--- src/hw/rtl/rfs_pkg.sv ---
// Shared types and constants for the range filter swing signal block.
// Used by rfs_mul, rfs_alpha and range_filter_swing_signal; depends on nothing.
package rfs_pkg;

  localparam int PRICE_W  = 32;
  localparam int PERIOD_W = 11;
  localparam int MULT_W   = 7;
  localparam int ALPHA_W  = 17;
  localparam int AVG_W    = 48;
  localparam int AVG_FRAC = 16;
  localparam int RANGE_W  = 40;
  localparam int MUL_A_W  = 17;
  localparam int MUL_B_W  = 24;
  localparam int MUL_P_W  = MUL_A_W + MUL_B_W;
  localparam int ACC_W    = 65;
  localparam int CFG_IDX_W = 2;

  // Configuration register indexes
  localparam logic [CFG_IDX_W-1:0] CFG_PERIOD = 2'd0;
  localparam logic [CFG_IDX_W-1:0] CFG_MULT   = 2'd1;

  // Reset register values and the alphas that follow from them
  localparam logic [PERIOD_W-1:0] PERIOD_RST     = 11'd14;
  localparam logic [MULT_W-1:0]   MULT_RST       = 7'd3;
  localparam logic [ALPHA_W-1:0]  ALPHA_FAST_RST = 17'd8738;
  localparam logic [ALPHA_W-1:0]  ALPHA_SLOW_RST = 17'd4681;

  // Alpha divider: dividend is 2.0 in Q2.16 plus half the divisor
  localparam int DIV_DVD_W = 18;
  localparam int DIV_DIV_W = 12;
  localparam int DIV_CNT_W = 5;
  localparam logic [DIV_DVD_W-1:0] ALPHA_TWO = 18'd131072;
  localparam logic [DIV_CNT_W-1:0] DIV_LAST  = 5'd17;

  // Trend direction codes
  localparam logic [1:0] DIR_NONE = 2'd0;
  localparam logic [1:0] DIR_UP   = 2'd1;
  localparam logic [1:0] DIR_DOWN = 2'd2;

  // Remembered condition codes
  localparam logic [1:0] COND_NONE  = 2'd0;
  localparam logic [1:0] COND_LONG  = 2'd1;
  localparam logic [1:0] COND_SHORT = 2'd2;

  // Status of the alpha divider toward the sequencer
  typedef struct packed {
    logic               busy;
    logic [ALPHA_W-1:0] fast;
    logic [ALPHA_W-1:0] slow;
  } alpha_stat_t;

endpackage

--- src/hw/rtl/rfs_mul.sv ---
// Shared 17 x 24 bit multiplier with a registered product.
// Depends on rfs_pkg for operand widths.
module rfs_mul (
  input  logic                        clk,
  input  logic [rfs_pkg::MUL_A_W-1:0] a,
  input  logic [rfs_pkg::MUL_B_W-1:0] b,
  output logic [rfs_pkg::MUL_P_W-1:0] p
);

  // Register the product; the sequencer consumes it in the cycle after issue
  always_ff @(posedge clk) begin
    p <= {{rfs_pkg::MUL_B_W{1'b0}}, a} * {{rfs_pkg::MUL_A_W{1'b0}}, b};
  end

endmodule

--- src/hw/rtl/rfs_alpha.sv ---
// Restoring divider that derives both EMA alphas from the smoothing period.
// One quotient bit per cycle, fast alpha first, then slow; depends on rfs_pkg.
module rfs_alpha (
  input  logic                         clk,
  input  logic                         rst,
  input  logic                         start,
  input  logic [rfs_pkg::PERIOD_W-1:0] period,
  output rfs_pkg::alpha_stat_t         stat
);

  logic [rfs_pkg::PERIOD_W-1:0]  per_q;
  logic [rfs_pkg::PERIOD_W-1:0]  per_eff;
  logic                          phase;
  logic [rfs_pkg::DIV_CNT_W-1:0] cnt;
  logic [rfs_pkg::DIV_DIV_W-1:0] rem;
  logic [rfs_pkg::DIV_DIV_W-1:0] div;
  logic [rfs_pkg::DIV_DVD_W-1:0] dvd;
  logic [rfs_pkg::DIV_DIV_W-1:0] n_fast;
  logic [rfs_pkg::DIV_DIV_W-1:0] n_slow_q;
  logic [rfs_pkg::DIV_DIV_W:0]   rem_sh;
  logic                          ge;
  logic [rfs_pkg::DIV_DIV_W:0]   rem_sub;
  logic [rfs_pkg::DIV_DVD_W-1:0] quo;

  // Period zero acts as one
  assign per_eff  = (period == '0) ? rfs_pkg::PERIOD_W'(1) : period;
  assign n_fast   = {1'b0, per_eff} + rfs_pkg::DIV_DIV_W'(1);
  assign n_slow_q = {per_q, 1'b0};

  // One restoring step
  assign rem_sh  = {rem, dvd[rfs_pkg::DIV_DVD_W-1]};
  assign ge      = rem_sh >= {1'b0, div};
  assign rem_sub = rem_sh - {1'b0, div};
  assign quo     = {dvd[rfs_pkg::DIV_DVD_W-2:0], ge};

  // Sequence the two divisions; a new period write restarts from the fast alpha
  always_ff @(posedge clk) begin
    if (rst) begin
      stat.busy <= 1'b0;
      stat.fast <= rfs_pkg::ALPHA_FAST_RST;
      stat.slow <= rfs_pkg::ALPHA_SLOW_RST;
      phase     <= 1'b0;
      cnt       <= '0;
    end else if (start) begin
      stat.busy <= 1'b1;
      phase     <= 1'b0;
      cnt       <= '0;
    end else if (stat.busy) begin
      if (cnt == rfs_pkg::DIV_LAST) begin
        cnt <= '0;
        if (!phase) begin
          stat.fast <= quo[rfs_pkg::ALPHA_W-1:0];
          phase     <= 1'b1;
        end else begin
          stat.slow <= quo[rfs_pkg::ALPHA_W-1:0];
          stat.busy <= 1'b0;
        end
      end else begin
        cnt <= cnt + rfs_pkg::DIV_CNT_W'(1);
      end
    end
  end

  // Datapath: load operands at start and between phases, else shift
  always_ff @(posedge clk) begin
    if (start) begin
      per_q <= per_eff;
      div   <= n_fast;
      rem   <= '0;
      dvd   <= rfs_pkg::ALPHA_TWO + rfs_pkg::DIV_DVD_W'(n_fast >> 1);
    end else if (stat.busy) begin
      if (cnt == rfs_pkg::DIV_LAST && !phase) begin
        div <= n_slow_q;
        rem <= '0;
        dvd <= rfs_pkg::ALPHA_TWO + rfs_pkg::DIV_DVD_W'(n_slow_q >> 1);
      end else begin
        rem <= ge ? rem_sub[rfs_pkg::DIV_DIV_W-1:0] : rem_sh[rfs_pkg::DIV_DIV_W-1:0];
        dvd <= quo;
      end
    end
  end

endmodule

--- src/hw/rtl/range_filter_swing_signal.sv ---
// Range filter swing signal: top level with sequencer, state and output register.
// Depends on rfs_pkg, rfs_mul (shared multiplier) and rfs_alpha (alpha divider).
//
// Each request carries one unsigned price sample; each yields one result with a
// long and a short swing flag. A request that starts a series (series_start, or
// the first after reset) reseeds all state and goes straight to the output state.
// Others go through a sequencer that walks two EMA updates and the range product
// through one shared 17 x 24 bit multiplier, each 48-bit operand in two partial
// products, then the filter band compare and the condition update; no request is
// taken until the sequencer is idle again. A write to smoothing_period recomputes
// both alphas in a bit-serial divider, and no request is taken while it runs. A
// finished result waits in the output register while the next request proceeds.
module range_filter_swing_signal (
  input  logic        clk,
  input  logic        rst,
  // Input requests
  input  logic        s_tvalid,
  output logic        s_tready,
  input  logic [31:0] s_tdata,   // [31:0] price
  input  logic        s_tuser,   // [0] series_start
  // Results
  output logic        m_tvalid,
  input  logic        m_tready,
  output logic [7:0]  m_tdata,   // [0] long_signal, [1] short_signal, [7:2] zero
  // Configuration
  input  logic        cfg_we,
  input  logic [1:0]  cfg_index,
  input  logic [10:0] cfg_data
);

  localparam logic [4:0] ST_IDLE = 5'd0;
  localparam logic [4:0] ST_DIFF = 5'd1;
  localparam logic [4:0] ST_D1   = 5'd2;
  localparam logic [4:0] ST_ML1  = 5'd3;
  localparam logic [4:0] ST_MH1  = 5'd4;
  localparam logic [4:0] ST_MA1  = 5'd5;
  localparam logic [4:0] ST_U1   = 5'd6;
  localparam logic [4:0] ST_D2   = 5'd7;
  localparam logic [4:0] ST_ML2  = 5'd8;
  localparam logic [4:0] ST_MH2  = 5'd9;
  localparam logic [4:0] ST_MA2  = 5'd10;
  localparam logic [4:0] ST_U2   = 5'd11;
  localparam logic [4:0] ST_ML3  = 5'd12;
  localparam logic [4:0] ST_MH3  = 5'd13;
  localparam logic [4:0] ST_MA3  = 5'd14;
  localparam logic [4:0] ST_RNG  = 5'd15;
  localparam logic [4:0] ST_BND  = 5'd16;
  localparam logic [4:0] ST_SEL  = 5'd17;
  localparam logic [4:0] ST_COND = 5'd18;
  localparam logic [4:0] ST_OUT  = 5'd19;

  logic [4:0] state;
  logic [4:0] state_next;

  logic [rfs_pkg::MULT_W-1:0]   mult;
  logic [rfs_pkg::MULT_W-1:0]   mult_eff;
  rfs_pkg::alpha_stat_t         alpha_st;

  logic [rfs_pkg::PRICE_W-1:0] price;
  logic [rfs_pkg::PRICE_W-1:0] prev_price;
  logic [rfs_pkg::PRICE_W-1:0] filter;
  logic [rfs_pkg::PRICE_W-1:0] diff;
  logic [rfs_pkg::AVG_W-1:0]   chg_avg;
  logic [rfs_pkg::AVG_W-1:0]   smo_avg;
  logic [rfs_pkg::AVG_W-1:0]   delta;
  logic                        dpos;
  logic [rfs_pkg::ACC_W-1:0]   acc;
  logic [rfs_pkg::RANGE_W-1:0] rng;
  logic [rfs_pkg::RANGE_W:0]   up_bound;
  logic [rfs_pkg::RANGE_W:0]   dn_bound;
  logic [1:0]                  trend;
  logic [1:0]                  last_cond;
  logic                        series_open;
  logic                        long_sig;
  logic                        short_sig;

  logic [rfs_pkg::MUL_A_W-1:0] mul_a;
  logic [rfs_pkg::MUL_B_W-1:0] mul_b;
  logic [rfs_pkg::MUL_P_W-1:0] mul_p;

  logic                        accept;
  logic                        out_free;
  logic [rfs_pkg::AVG_W-1:0]   ema_x;
  logic [rfs_pkg::AVG_W-1:0]   ema_avg;
  logic [rfs_pkg::AVG_W-1:0]   ema_inc;
  logic [rfs_pkg::AVG_W-1:0]   ema_new;
  logic [rfs_pkg::RANGE_W+16:0] rng_sum;
  logic [rfs_pkg::RANGE_W:0]   price_x;
  logic [rfs_pkg::RANGE_W:0]   filter_x;
  logic                        go_up;
  logic                        go_dn;
  logic                        moved;
  logic                        long_cond;
  logic                        short_cond;

  assign accept   = s_tvalid && s_tready;
  assign s_tready = (state == ST_IDLE) && !alpha_st.busy;
  assign out_free = !m_tvalid || m_tready;
  assign mult_eff = (mult == '0) ? rfs_pkg::MULT_W'(1) : mult;

  // Configuration registers; a period write restarts the alpha divider
  always_ff @(posedge clk) begin
    if (rst) begin
      mult <= rfs_pkg::MULT_RST;
    end else if (cfg_we && cfg_index == rfs_pkg::CFG_MULT) begin
      mult <= cfg_data[rfs_pkg::MULT_W-1:0];
    end
  end

  rfs_alpha u_alpha (
    .clk    (clk),
    .rst    (rst),
    .start  (cfg_we && cfg_index == rfs_pkg::CFG_PERIOD),
    .period (cfg_data),
    .stat   (alpha_st)
  );

  // Steer the shared multiplier: low half, then high half of the wide operand
  always_comb begin
    mul_a = '0;
    mul_b = '0;
    unique case (state)
      ST_ML1: begin
        mul_a = alpha_st.fast;
        mul_b = delta[23:0];
      end
      ST_MH1: begin
        mul_a = alpha_st.fast;
        mul_b = delta[47:24];
      end
      ST_ML2: begin
        mul_a = alpha_st.slow;
        mul_b = delta[23:0];
      end
      ST_MH2: begin
        mul_a = alpha_st.slow;
        mul_b = delta[47:24];
      end
      ST_ML3: begin
        mul_a = rfs_pkg::MUL_A_W'(mult_eff);
        mul_b = smo_avg[23:0];
      end
      ST_MH3: begin
        mul_a = rfs_pkg::MUL_A_W'(mult_eff);
        mul_b = smo_avg[47:24];
      end
      default: begin
        mul_a = '0;
        mul_b = '0;
      end
    endcase
  end

  rfs_mul u_mul (
    .clk (clk),
    .a   (mul_a),
    .b   (mul_b),
    .p   (mul_p)
  );

  // EMA operands: first stage averages the scaled change, second the first average
  assign ema_x   = (state == ST_D1) ? {diff, 16'b0} : chg_avg;
  assign ema_avg = (state == ST_D1 || state == ST_U1) ? chg_avg : smo_avg;
  assign ema_inc = acc[rfs_pkg::AVG_W+rfs_pkg::AVG_FRAC-1:rfs_pkg::AVG_FRAC];
  assign ema_new = dpos ? ema_avg + ema_inc : ema_avg - ema_inc;

  // Range rounding and band compare operands
  assign rng_sum  = acc[rfs_pkg::RANGE_W+15:0] + (rfs_pkg::RANGE_W+17)'(32768);
  assign price_x  = (rfs_pkg::RANGE_W+1)'(price);
  assign filter_x = (rfs_pkg::RANGE_W+1)'(filter);
  assign go_up    = price_x > up_bound;
  assign go_dn    = dn_bound < filter_x;

  // Conditions against the updated filter
  assign moved      = price != prev_price;
  assign long_cond  = (price > filter) && (trend == rfs_pkg::DIR_UP) && moved;
  assign short_cond = !long_cond && (price < filter) && (trend == rfs_pkg::DIR_DOWN) && moved;

  // Sequencer
  always_comb begin
    state_next = state;
    unique case (state)
      ST_IDLE: begin
        if (accept) begin
          state_next = (s_tuser || !series_open) ? ST_OUT : ST_DIFF;
        end
      end
      ST_DIFF: state_next = ST_D1;
      ST_D1:   state_next = ST_ML1;
      ST_ML1:  state_next = ST_MH1;
      ST_MH1:  state_next = ST_MA1;
      ST_MA1:  state_next = ST_U1;
      ST_U1:   state_next = ST_D2;
      ST_D2:   state_next = ST_ML2;
      ST_ML2:  state_next = ST_MH2;
      ST_MH2:  state_next = ST_MA2;
      ST_MA2:  state_next = ST_U2;
      ST_U2:   state_next = ST_ML3;
      ST_ML3:  state_next = ST_MH3;
      ST_MH3:  state_next = ST_MA3;
      ST_MA3:  state_next = ST_RNG;
      ST_RNG:  state_next = ST_BND;
      ST_BND:  state_next = ST_SEL;
      ST_SEL:  state_next = ST_COND;
      ST_COND: state_next = ST_OUT;
      ST_OUT: begin
        if (out_free) begin
          state_next = ST_IDLE;
        end
      end
      default: state_next = ST_IDLE;
    endcase
  end

  always_ff @(posedge clk) begin
    if (rst) begin
      state <= ST_IDLE;
    end else begin
      state <= state_next;
    end
  end

  // Control state: series flag, trend and remembered condition
  always_ff @(posedge clk) begin
    if (rst) begin
      series_open <= 1'b0;
      trend       <= rfs_pkg::DIR_NONE;
      last_cond   <= rfs_pkg::COND_NONE;
    end else if (state == ST_IDLE && accept && (s_tuser || !series_open)) begin
      series_open <= 1'b1;
      trend       <= rfs_pkg::DIR_NONE;
      last_cond   <= rfs_pkg::COND_NONE;
    end else if (state == ST_SEL) begin
      if (go_up) begin
        trend <= rfs_pkg::DIR_UP;
      end else if (go_dn) begin
        trend <= rfs_pkg::DIR_DOWN;
      end
    end else if (state == ST_COND) begin
      if (long_cond) begin
        last_cond <= rfs_pkg::COND_LONG;
      end else if (short_cond) begin
        last_cond <= rfs_pkg::COND_SHORT;
      end
    end
  end

  // Datapath registers, advanced by the sequencer
  always_ff @(posedge clk) begin
    unique case (state)
      ST_IDLE: begin
        if (accept) begin
          price <= s_tdata;
          if (s_tuser || !series_open) begin
            prev_price <= s_tdata;
            filter     <= s_tdata;
            chg_avg    <= '0;
            smo_avg    <= '0;
            long_sig   <= 1'b0;
            short_sig  <= 1'b0;
          end
        end
      end
      ST_DIFF: begin
        diff <= (price >= prev_price) ? price - prev_price : prev_price - price;
      end
      ST_D1, ST_D2: begin
        dpos  <= ema_x >= ema_avg;
        delta <= (ema_x >= ema_avg) ? ema_x - ema_avg : ema_avg - ema_x;
      end
      ST_MH1, ST_MH2, ST_MH3: begin
        acc <= rfs_pkg::ACC_W'(mul_p);
      end
      ST_MA1, ST_MA2, ST_MA3: begin
        acc <= acc + {mul_p, 24'b0};
      end
      ST_U1: begin
        chg_avg <= ema_new;
      end
      ST_U2: begin
        smo_avg <= ema_new;
      end
      ST_RNG: begin
        rng <= rng_sum[rfs_pkg::RANGE_W+15:16];
      end
      ST_BND: begin
        up_bound <= filter_x + {1'b0, rng};
        dn_bound <= price_x + {1'b0, rng};
      end
      ST_SEL: begin
        if (go_up) begin
          filter <= price - rng[rfs_pkg::PRICE_W-1:0];
        end else if (go_dn) begin
          filter <= dn_bound[rfs_pkg::PRICE_W-1:0];
        end
      end
      ST_COND: begin
        long_sig   <= long_cond && (last_cond == rfs_pkg::COND_SHORT);
        short_sig  <= short_cond && (last_cond == rfs_pkg::COND_LONG);
        prev_price <= price;
      end
      default: begin
      end
    endcase
  end

  // Output register: load when the slot is free, drop when taken
  always_ff @(posedge clk) begin
    if (rst) begin
      m_tvalid <= 1'b0;
    end else if (state == ST_OUT && out_free) begin
      m_tvalid <= 1'b1;
    end else if (m_tready) begin
      m_tvalid <= 1'b0;
    end
  end

  always_ff @(posedge clk) begin
    if (state == ST_OUT && out_free) begin
      m_tdata <= {6'b0, short_sig, long_sig};
    end
  end

  // Both swing flags never rise together
  a_excl_flags: assert property (@(posedge clk) disable iff (rst)
    m_tvalid |-> !(m_tdata[0] && m_tdata[1]))
    else $error("long and short swing flags set together");

  // No request is taken while the alphas are being recomputed
  a_no_accept_busy: assert property (@(posedge clk) disable iff (rst)
    alpha_st.busy |-> !s_tready)
    else $error("request accepted during alpha update");

  // An accepted request always leaves the idle state
  a_accept_leaves_idle: assert property (@(posedge clk) disable iff (rst)
    accept |=> state != ST_IDLE)
    else $error("sequencer stayed idle after a request");

  // A result is loaded only into a free output slot
  a_no_overwrite: assert property (@(posedge clk) disable iff (rst)
    (m_tvalid && !m_tready) |=> $stable(m_tdata))
    else $error("pending result overwritten");

endmodule
--- config.mk ---
export PLATFORM = sky130hd
export DESIGN_NAME = range_filter_swing_signal
export DESIGN_NICKNAME = d
export VERILOG_FILES = /design/src/hw/rtl/rfs_pkg.sv /design/src/hw/rtl/rfs_mul.sv /design/src/hw/rtl/rfs_alpha.sv /design/src/hw/rtl/range_filter_swing_signal.sv
export SDC_FILE = /design/constraint.sdc
export NUM_CORES = 2
export LEC_CHECK = 0
export BUFFER_PORTS_ARGS = -buffer_cell sky130_fd_sc_hd__clkbuf_2
export CORE_MARGIN = 4
export CORE_UTILIZATION = 47
export DETAILED_ROUTE_END_ITERATION = 8
export GPL_ROUTABILITY_DRIVEN = 0
export PLACE_DENSITY = 0.58
export SYNTH_ARGS = -nofsm -noshare
export SYNTH_HDL_FRONTEND = slang
export SYNTH_SLANG_ARGS = --single-unit
--- constraint.sdc ---
create_clock -name clk -period 17.9 [get_ports clk]
set_clock_uncertainty 0.15 [all_clocks]
set_input_delay 3.58 -clock clk [delete_from_list [all_inputs] [get_ports clk]]
set_output_delay 3.58 -clock clk [all_outputs]
set_load 0.05 [all_outputs]
* Yosys cells after proc, flatten, opt, wreduce, memory -nomap -nowiden
Cells that the tools add are included.
** Storage, ports and cells
- Memories kept :: 0
- Output and inout bits :: 10
- Latch bits :: 0
- RAM bits :: 0
- Register bits after elaboration :: 617
- ROM bits :: 0
- Bits of input ports :: 51
- Word-level logic and storage cells :: 196
** Operators by class
- Multipliers :: 1
- Divide/modulo/power cells :: 0
- $lt $le $gt $ge :: 7
- Add/subtract/negate cells :: 16
- Equal/unequal tests :: 30
- Reductions and logical operators :: 59
- Shift-type cells :: 0
- Mux-type cells :: 49
- Bitwise operators :: 3
** Operator list (count)
- 48-bit two-way mux :: 6
- 48-bit case mux with 2 select lines :: 2
- 32-bit two-way mux :: 5
- 48-bit subtractor :: 3
- 65-bit case mux with 2 select lines :: 1
- 32-bit case mux with 2 select lines :: 2
- 5-bit case mux with 20 select lines :: 1
- 24-bit case mux with 4 select lines :: 1
- 32-bit subtractor :: 3
- 32-bit by 40-bit adder with 41-bit output :: 2
- 35-bit two-way mux :: 2
- 65-bit adder :: 1
- 12-bit two-way mux :: 5
- 56-bit by 16-bit adder with 56-bit output (second input constant) :: 1
- 18-bit two-way mux :: 3
- 17-bit case mux with 3 select lines :: 1
- 48-bit adder :: 1
- 48-bit greater-or-equal comparator :: 1
- 32-bit by 41-bit greater-than comparator with 1-bit output :: 1
- 41-bit by 32-bit less-than comparator with 1-bit output :: 1
- 17-bit by 24-bit multiplier with 41-bit output :: 1
- 5-bit by 4-bit equality test with 1-bit output (second input constant) :: 8
- 18-bit by 11-bit adder with 18-bit output (first input constant) :: 2
- 17-bit two-way mux :: 2
- other kinds (37) :: 109

* Logic depth before layout (Yosys ltp)
- Word-level depth :: 9
- Depth in mapped cells :: 33
- Gate-level depth less buffers :: 30

* Modules after synthesis
From an unflattened synthesis, not the netlist that was laid out.
** Second synthesis, totals
- Cells, all modules :: 6559
- Area total of the unflattened synthesis :: 58767.6 um^2
** Modules (own cells, without submodules)
- range_filter_swing_signal :: instances 1, sequential area each 13813.2 um^2, area each 40018.4 um^2, cells each 4460
- rfs_mul :: instances 1, sequential area each 820.8 um^2, area each 14290.0 um^2, cells each 1642
- rfs_alpha :: instances 1, sequential area each 2292.2 um^2, area each 4459.3 um^2, cells each 457

* Worst setup path before layout
Ideal clock, no wire load.
- Path type :: flip-flop to flip-flop
- Start point :: reg state[3]
- End point :: reg u_mul.p[37] (netlist name)
- Stages on the path, launching flop included :: 31
- Data required time :: 17.678 ns
- Arrival :: 7.870 ns
- Slack :: 9.808 ns
- Buffers on the path :: 3
- Library setup time :: 0.072 ns
- Period minus slack after synthesis :: 8.092 ns
- Path through :: dfxtp_1 clkbuf_1 nor4b_1 clkbuf_1 a22oi_1 nand2_1 clkbuf_1 nand2_1 fa_1 inv_1 fa_1 inv_1 fa_1 inv_1 fa_1 fa_1 inv_1 fa_1 inv_1 ha_1 a21o_1 a21oi_1 o21ai_0 a221oi_1 nor3_1 o31ai_2 o311ai_1 o41ai_1 o21a_1 nor2b_1 xnor2_1
** Between the ends
- Longest elaborated chain between the ends :: 4
- Elaborated cells between the ends (all ways) :: 14
- Classes of those cells :: mul: 1; eq/ne: 6; mux: 2; reduce/logical: 5
** RTL lines
- from (decl) :: line range_filter_swing_signal.sv:52 : logic [4:0] state;
- from (signal assigned) :: line range_filter_swing_signal.sv:219 : state <= state_next;
- 5-bit by 3-bit equality test with 1-bit output (tied with other cells) :: line range_filter_swing_signal.sv:122 : unique case (state)
- 2-bit OR reduction (no line)
- 24-bit case mux with 4 select lines / 17-bit case mux with 3 select lines (equally long branches) :: line range_filter_swing_signal.sv:122
- 17-bit by 24-bit multiplier with 41-bit output * :: line rfs_mul.sv:12 : p <= {{rfs_pkg::MUL_B_W{1'b0}}, a} * {{rfs_pkg::MUL_A_W{1'b0}}, b};
- to (signal assigned) :: line rfs_mul.sv:12
- to (decl) :: line rfs_mul.sv:7 : output logic [rfs_pkg::MUL_P_W-1:0] p
Every way passes the cells marked *; elsewhere a longest branch is shown, timed or not.
A chain may end at the register's enable or synchronous reset.

* Worst setup path after layout
- Start point :: reg state[4]
- End point :: reg u_mul.p[37] (netlist name)
Same word-level chain as after synthesis.

==> flow_metrics.env <==
export IMPL_outcome="finished, final reports clean"
export IMPL_dp_hpwl_um=152000
export IMPL_worstMarginPinSlew_ns=1.29
export IMPL_met3_usage_pct=7.94
export IMPL_seqPwrFrac_pct=25.0
export IMPL_reg2reg_depth=26
export IMPL_final_area_um2=63000
export IMPL_ant_nets=0
export IMPL_ir_drop_v=0.000130
export IMPL_drt_first_pass_iters=8
export IMPL_synthCells=6635
export IMPL_grt_pass1_wl_um=291000
export IMPL_port_buffer_count=54
export IMPL_regToRegEndpoint="u_mul.p[37]"
export IMPL_grt_pass1_vias=47000
export IMPL_cts_buffer_depth=3
export IMPL_netlist_cell_type_count=98
export IMPL_worstSetupPathType="flop to flop"
export IMPL_via_per_inst=5.90
export IMPL_dp_slack_ns=8.71
export IMPL_swShare_pct=47.7
export IMPL_std_cell_rows=129
export IMPL_seq_area_frac_synth_pct=28.9
export IMPL_cts_root_buffer="clkbuf_16"
export IMPL_cts_hold_buffers_added=0
export IMPL_clock_sink_count=601
export IMPL_drtIter0Drc=5186
export IMPL_finalCoreUtilization_pct=50.9
export IMPL_ys_seq_elements=601
export IMPL_rrSetupSlack_ns=8.52
export IMPL_cts_htree_levels=3
export IMPL_grt_util_met2_pct=43.3
export IMPL_cp_max_fo=25
export IMPL_wire_per_inst_um=23.3
export IMPL_setup_viol=0
export IMPL_grt_setup_unrepaired="no"
export IMPL_final_cells=8252
export IMPL_p_int_mw=4.84
export IMPL_post_cts_buffers=0
export IMPL_maxSlewHeadroom_pct=13.4
export IMPL_timing_final_crit_share_pct=52.4
export IMPL_antenna_found_initial=11
export IMPL_dp_cells=8110
export IMPL_ys_warn_count=0
export IMPL_endpoint_kind="flop"
export IMPL_whs_path_depth=0
export IMPL_finalSetupTns_ns=0
export IMPL_fin_crit_ns=9.38
export IMPL_grt_busiest_layer="met2"
export IMPL_grt_max_degree=66
export IMPL_worstHoldEndpoint="m_tdata[0]"
export IMPL_place_area_um2=60500
export IMPL_power_share_clock_pct=16.9
export IMPL_clk_latency_ns=0.66
export IMPL_dieArea_um2=131000
export IMPL_cts_tree="done"
export IMPL_synthesis_area_um2=58700
export IMPL_route_vias_total=48700
export IMPL_slew_violations=0
export IMPL_fin_nets=7506
export IMPL_power_switching_mw=4.42
export IMPL_ios=61
export IMPL_rr_startpoint="state[4]"
export IMPL_initial_core_util_pct=47.4
export IMPL_startpoint_type="flop"
export IMPL_core_um2=124000
export IMPL_synthFlopType="edfxtp_1"
export IMPL_drive_gt1_share_pct=5.41
export IMPL_cap_viol_max_count=0
export IMPL_max_freq_mhz=107
export IMPL_drc=0
export IMPL_p_comb_share_pct=58.1
export IMPL_grtUsageMet1_pct=41.6
export IMPL_synth_async_reset_ratio_pct=0
export IMPL_finalHoldViolCount=0
export IMPL_hp_start="long_sig"
export IMPL_synth_area_per_cell_um2=8.84
export IMPL_p_per_area_nw_per_um2=147
export IMPL_critPathArrivalTime_ns=9.80
export IMPL_worst_slack_ns=8.52
export IMPL_gr_total_overflow=0
export IMPL_cts_resized=0
export IMPL_hold_path_class="flop to flop"
export IMPL_die_h_um=361
export IMPL_die_w_um=361
export IMPL_fill_cells=11600
export IMPL_required_ns=18.32
export IMPL_grt_usage_pct=29.0
export IMPL_path_clk_slew_ns=0.06
export IMPL_cts_buffers=75
export IMPL_synth_edf_count=489
export IMPL_p_leak_nw=27.9
export IMPL_routed_wl_um=192000
export IMPL_syn2layout_area_growth_pct=7.42
synthesized netlist by cell type (32+ instances only):
cell type | n | area (um2)
nor3_1 | 96 | 480
a22o_1 | 34 | 298
o21a_1 | 55 | 413
edfxtp_1 | 489 | 14700
clkbuf_1 | 244 | 916
ha_1 | 566 | 7080
xnor2_1 | 232 | 2030
nor2b_1 | 46 | 288
a211oi_1 | 49 | 368
and2_1 | 56 | 350
a21o_1 | 215 | 1610
nand2b_1 | 47 | 294
dfxtp_1 | 112 | 2240
and3_1 | 45 | 282
a21oi_1 | 445 | 2230
o21ai_0 | 285 | 1430
a31oi_1 | 71 | 444
o21bai_1 | 104 | 781
mux2_2 | 35 | 394
nor4_1 | 32 | 200
nor2_1 | 608 | 2280
mux2i_1 | 102 | 1020
inv_1 | 813 | 3050
nand3_1 | 93 | 465
xor2_1 | 134 | 1170
nand2_1 | 716 | 2690
a221oi_1 | 34 | 298
fa_1 | 339 | 6790
nand4_1 | 97 | 607
area by class of cell:
cell class	instances	area (um2)	area share (%)
antenna	3	7.51	0.0119
timing repair buffer	139	908	1.44
clock inverter	35	342	0.542
tap	1637	2050	3.25
clock buffer	104	2140	3.40
sequential	601	16900	26.9
inverter	815	3060	4.85
multi-input combinational	4918	37600	59.6
how the worst max path moves through the flow:
| stage | depth (start not counted) | startpoint | to |
|---|---|---|---|
| 6_report | 26 | state[4] | u_mul.p[37] |
| 5_1_grt | 26 | state[4] | u_mul.p[37] |
| 4_1_cts | 28 | state[1] | u_mul.p[37] |
| 3_3_place_gp | 28 | state[1] | u_mul.p[37] |
| 3_5_place_dp | 26 | state[4] | u_mul.p[37] |
| 2_1_floorplan | 30 | state[3] | u_mul.p[37] |
critical path, stage by stage, from the launching register on:
cell	delay, ns
dfxtp_1	0.96
nor2_1	0.13
and2_1	0.49
a22oi_1	1.13
nor2_1	0.16
fa_1	0.55
inv_1	0.06
fa_1	0.48
fa_1	0.52
inv_1	0.06
fa_1	0.45
fa_1	0.53
inv_1	0.06
fa_1	0.48
inv_1	0.04
ha_1	0.34
a21o_1	0.19
a21oi_1	0.18
o21ai_0	0.12
a221oi_1	0.44
nor3_1	0.16
o31ai_2	0.42
o311ai_1	0.22
o41ai_1	0.43
o21a_1	0.21
nor2b_1	0.16
xnor2_1	0.13
power groups by stage:
stage	combinational, mW	sequential [mW]	clock, mW
after floorplan	3.82	2.16	0
after global placement	5.18	2.33	0
after detailed placement	5.19	2.33	0
after CTS	5.24	2.31	1.59
after global routing	5.83	2.34	1.65
final	5.38	2.32	1.56
cells by family after synthesis:
group                      count (synthesis)  synth area share, %
muxes                                    137                 2.41
DFF                                      601                 28.9
and+or+nand+nor                         1956                 15.1
xor gates and xnor gates                 367                 5.51
adders and majority gates                905                 23.6
other                                      1              0.00639
buffers and inverters                   1121                 7.29
AOI/OAI and AO/OA                       1547                 17.2
routing by layer:
metal,up-vias,wire (um)
met5,-,12
li1,22700,-
met4,2,5260
met1,23800,86000
met3,312,19400
met2,1926,81800
state kept, by name, summed over array words and instances (netlist names), 2 cells and up:
| register | flops |
|---|---|
| filter | 32 |
| u_alpha.cnt | 5 |
| u_alpha.per_q | 11 |
| u_mul.p | 41 |
| m_tdata | 2 |
| delta | 48 |
| price | 32 |
| u_alpha.dvd | 18 |
| mult | 7 |
| prev_price | 32 |
| u_alpha.rem | 12 |
| rng | 40 |
| u_alpha.div | 12 |
| smo_avg | 48 |
| diff | 32 |
| u_alpha.stat | 35 |
| up_bound | 41 |
| trend | 2 |
| last_cond | 2 |
| dn_bound | 41 |
| state | 5 |
| chg_avg | 48 |
| acc | 49 |
cell usage in the layout (no fill, tap or decap), drive strengths merged, types with 18 or more instances in the layout:
master / n
o21a: 55
ha: 566
a211oi: 49
inv: 816
xor2: 134
and2: 56
or2: 18
clkinv: 26
nor2: 608
o31ai: 22
a22o: 34
nor2b: 46
a21oi: 445
a21o: 215
a31oi: 72
xnor2: 233
nand4: 97
o21ai: 290
a221oi: 35
mux2i: 102
fa: 339
a22oi: 20
nor3: 98
edfxtp: 489
a221o: 28
o211ai: 31
mux2: 35
dfxtp: 112
clkbuf: 158
o21bai: 104
nand3: 93
nor4: 33
nand3b: 18
or3: 25
nand2b: 47
a21boi: 29
and3: 47
buf: 85
nand2: 717
metrics by stage:
step	power [mW]	hold WS, ns
final	9.26	0.298
after global routing	9.82	0.322
after CTS	9.14	0.307
after detailed placement	7.52	0.292
after global placement	7.51	0.273
after floorplan	5.98	0.250
No activity file was read; power rests on OpenSTA's default activity.
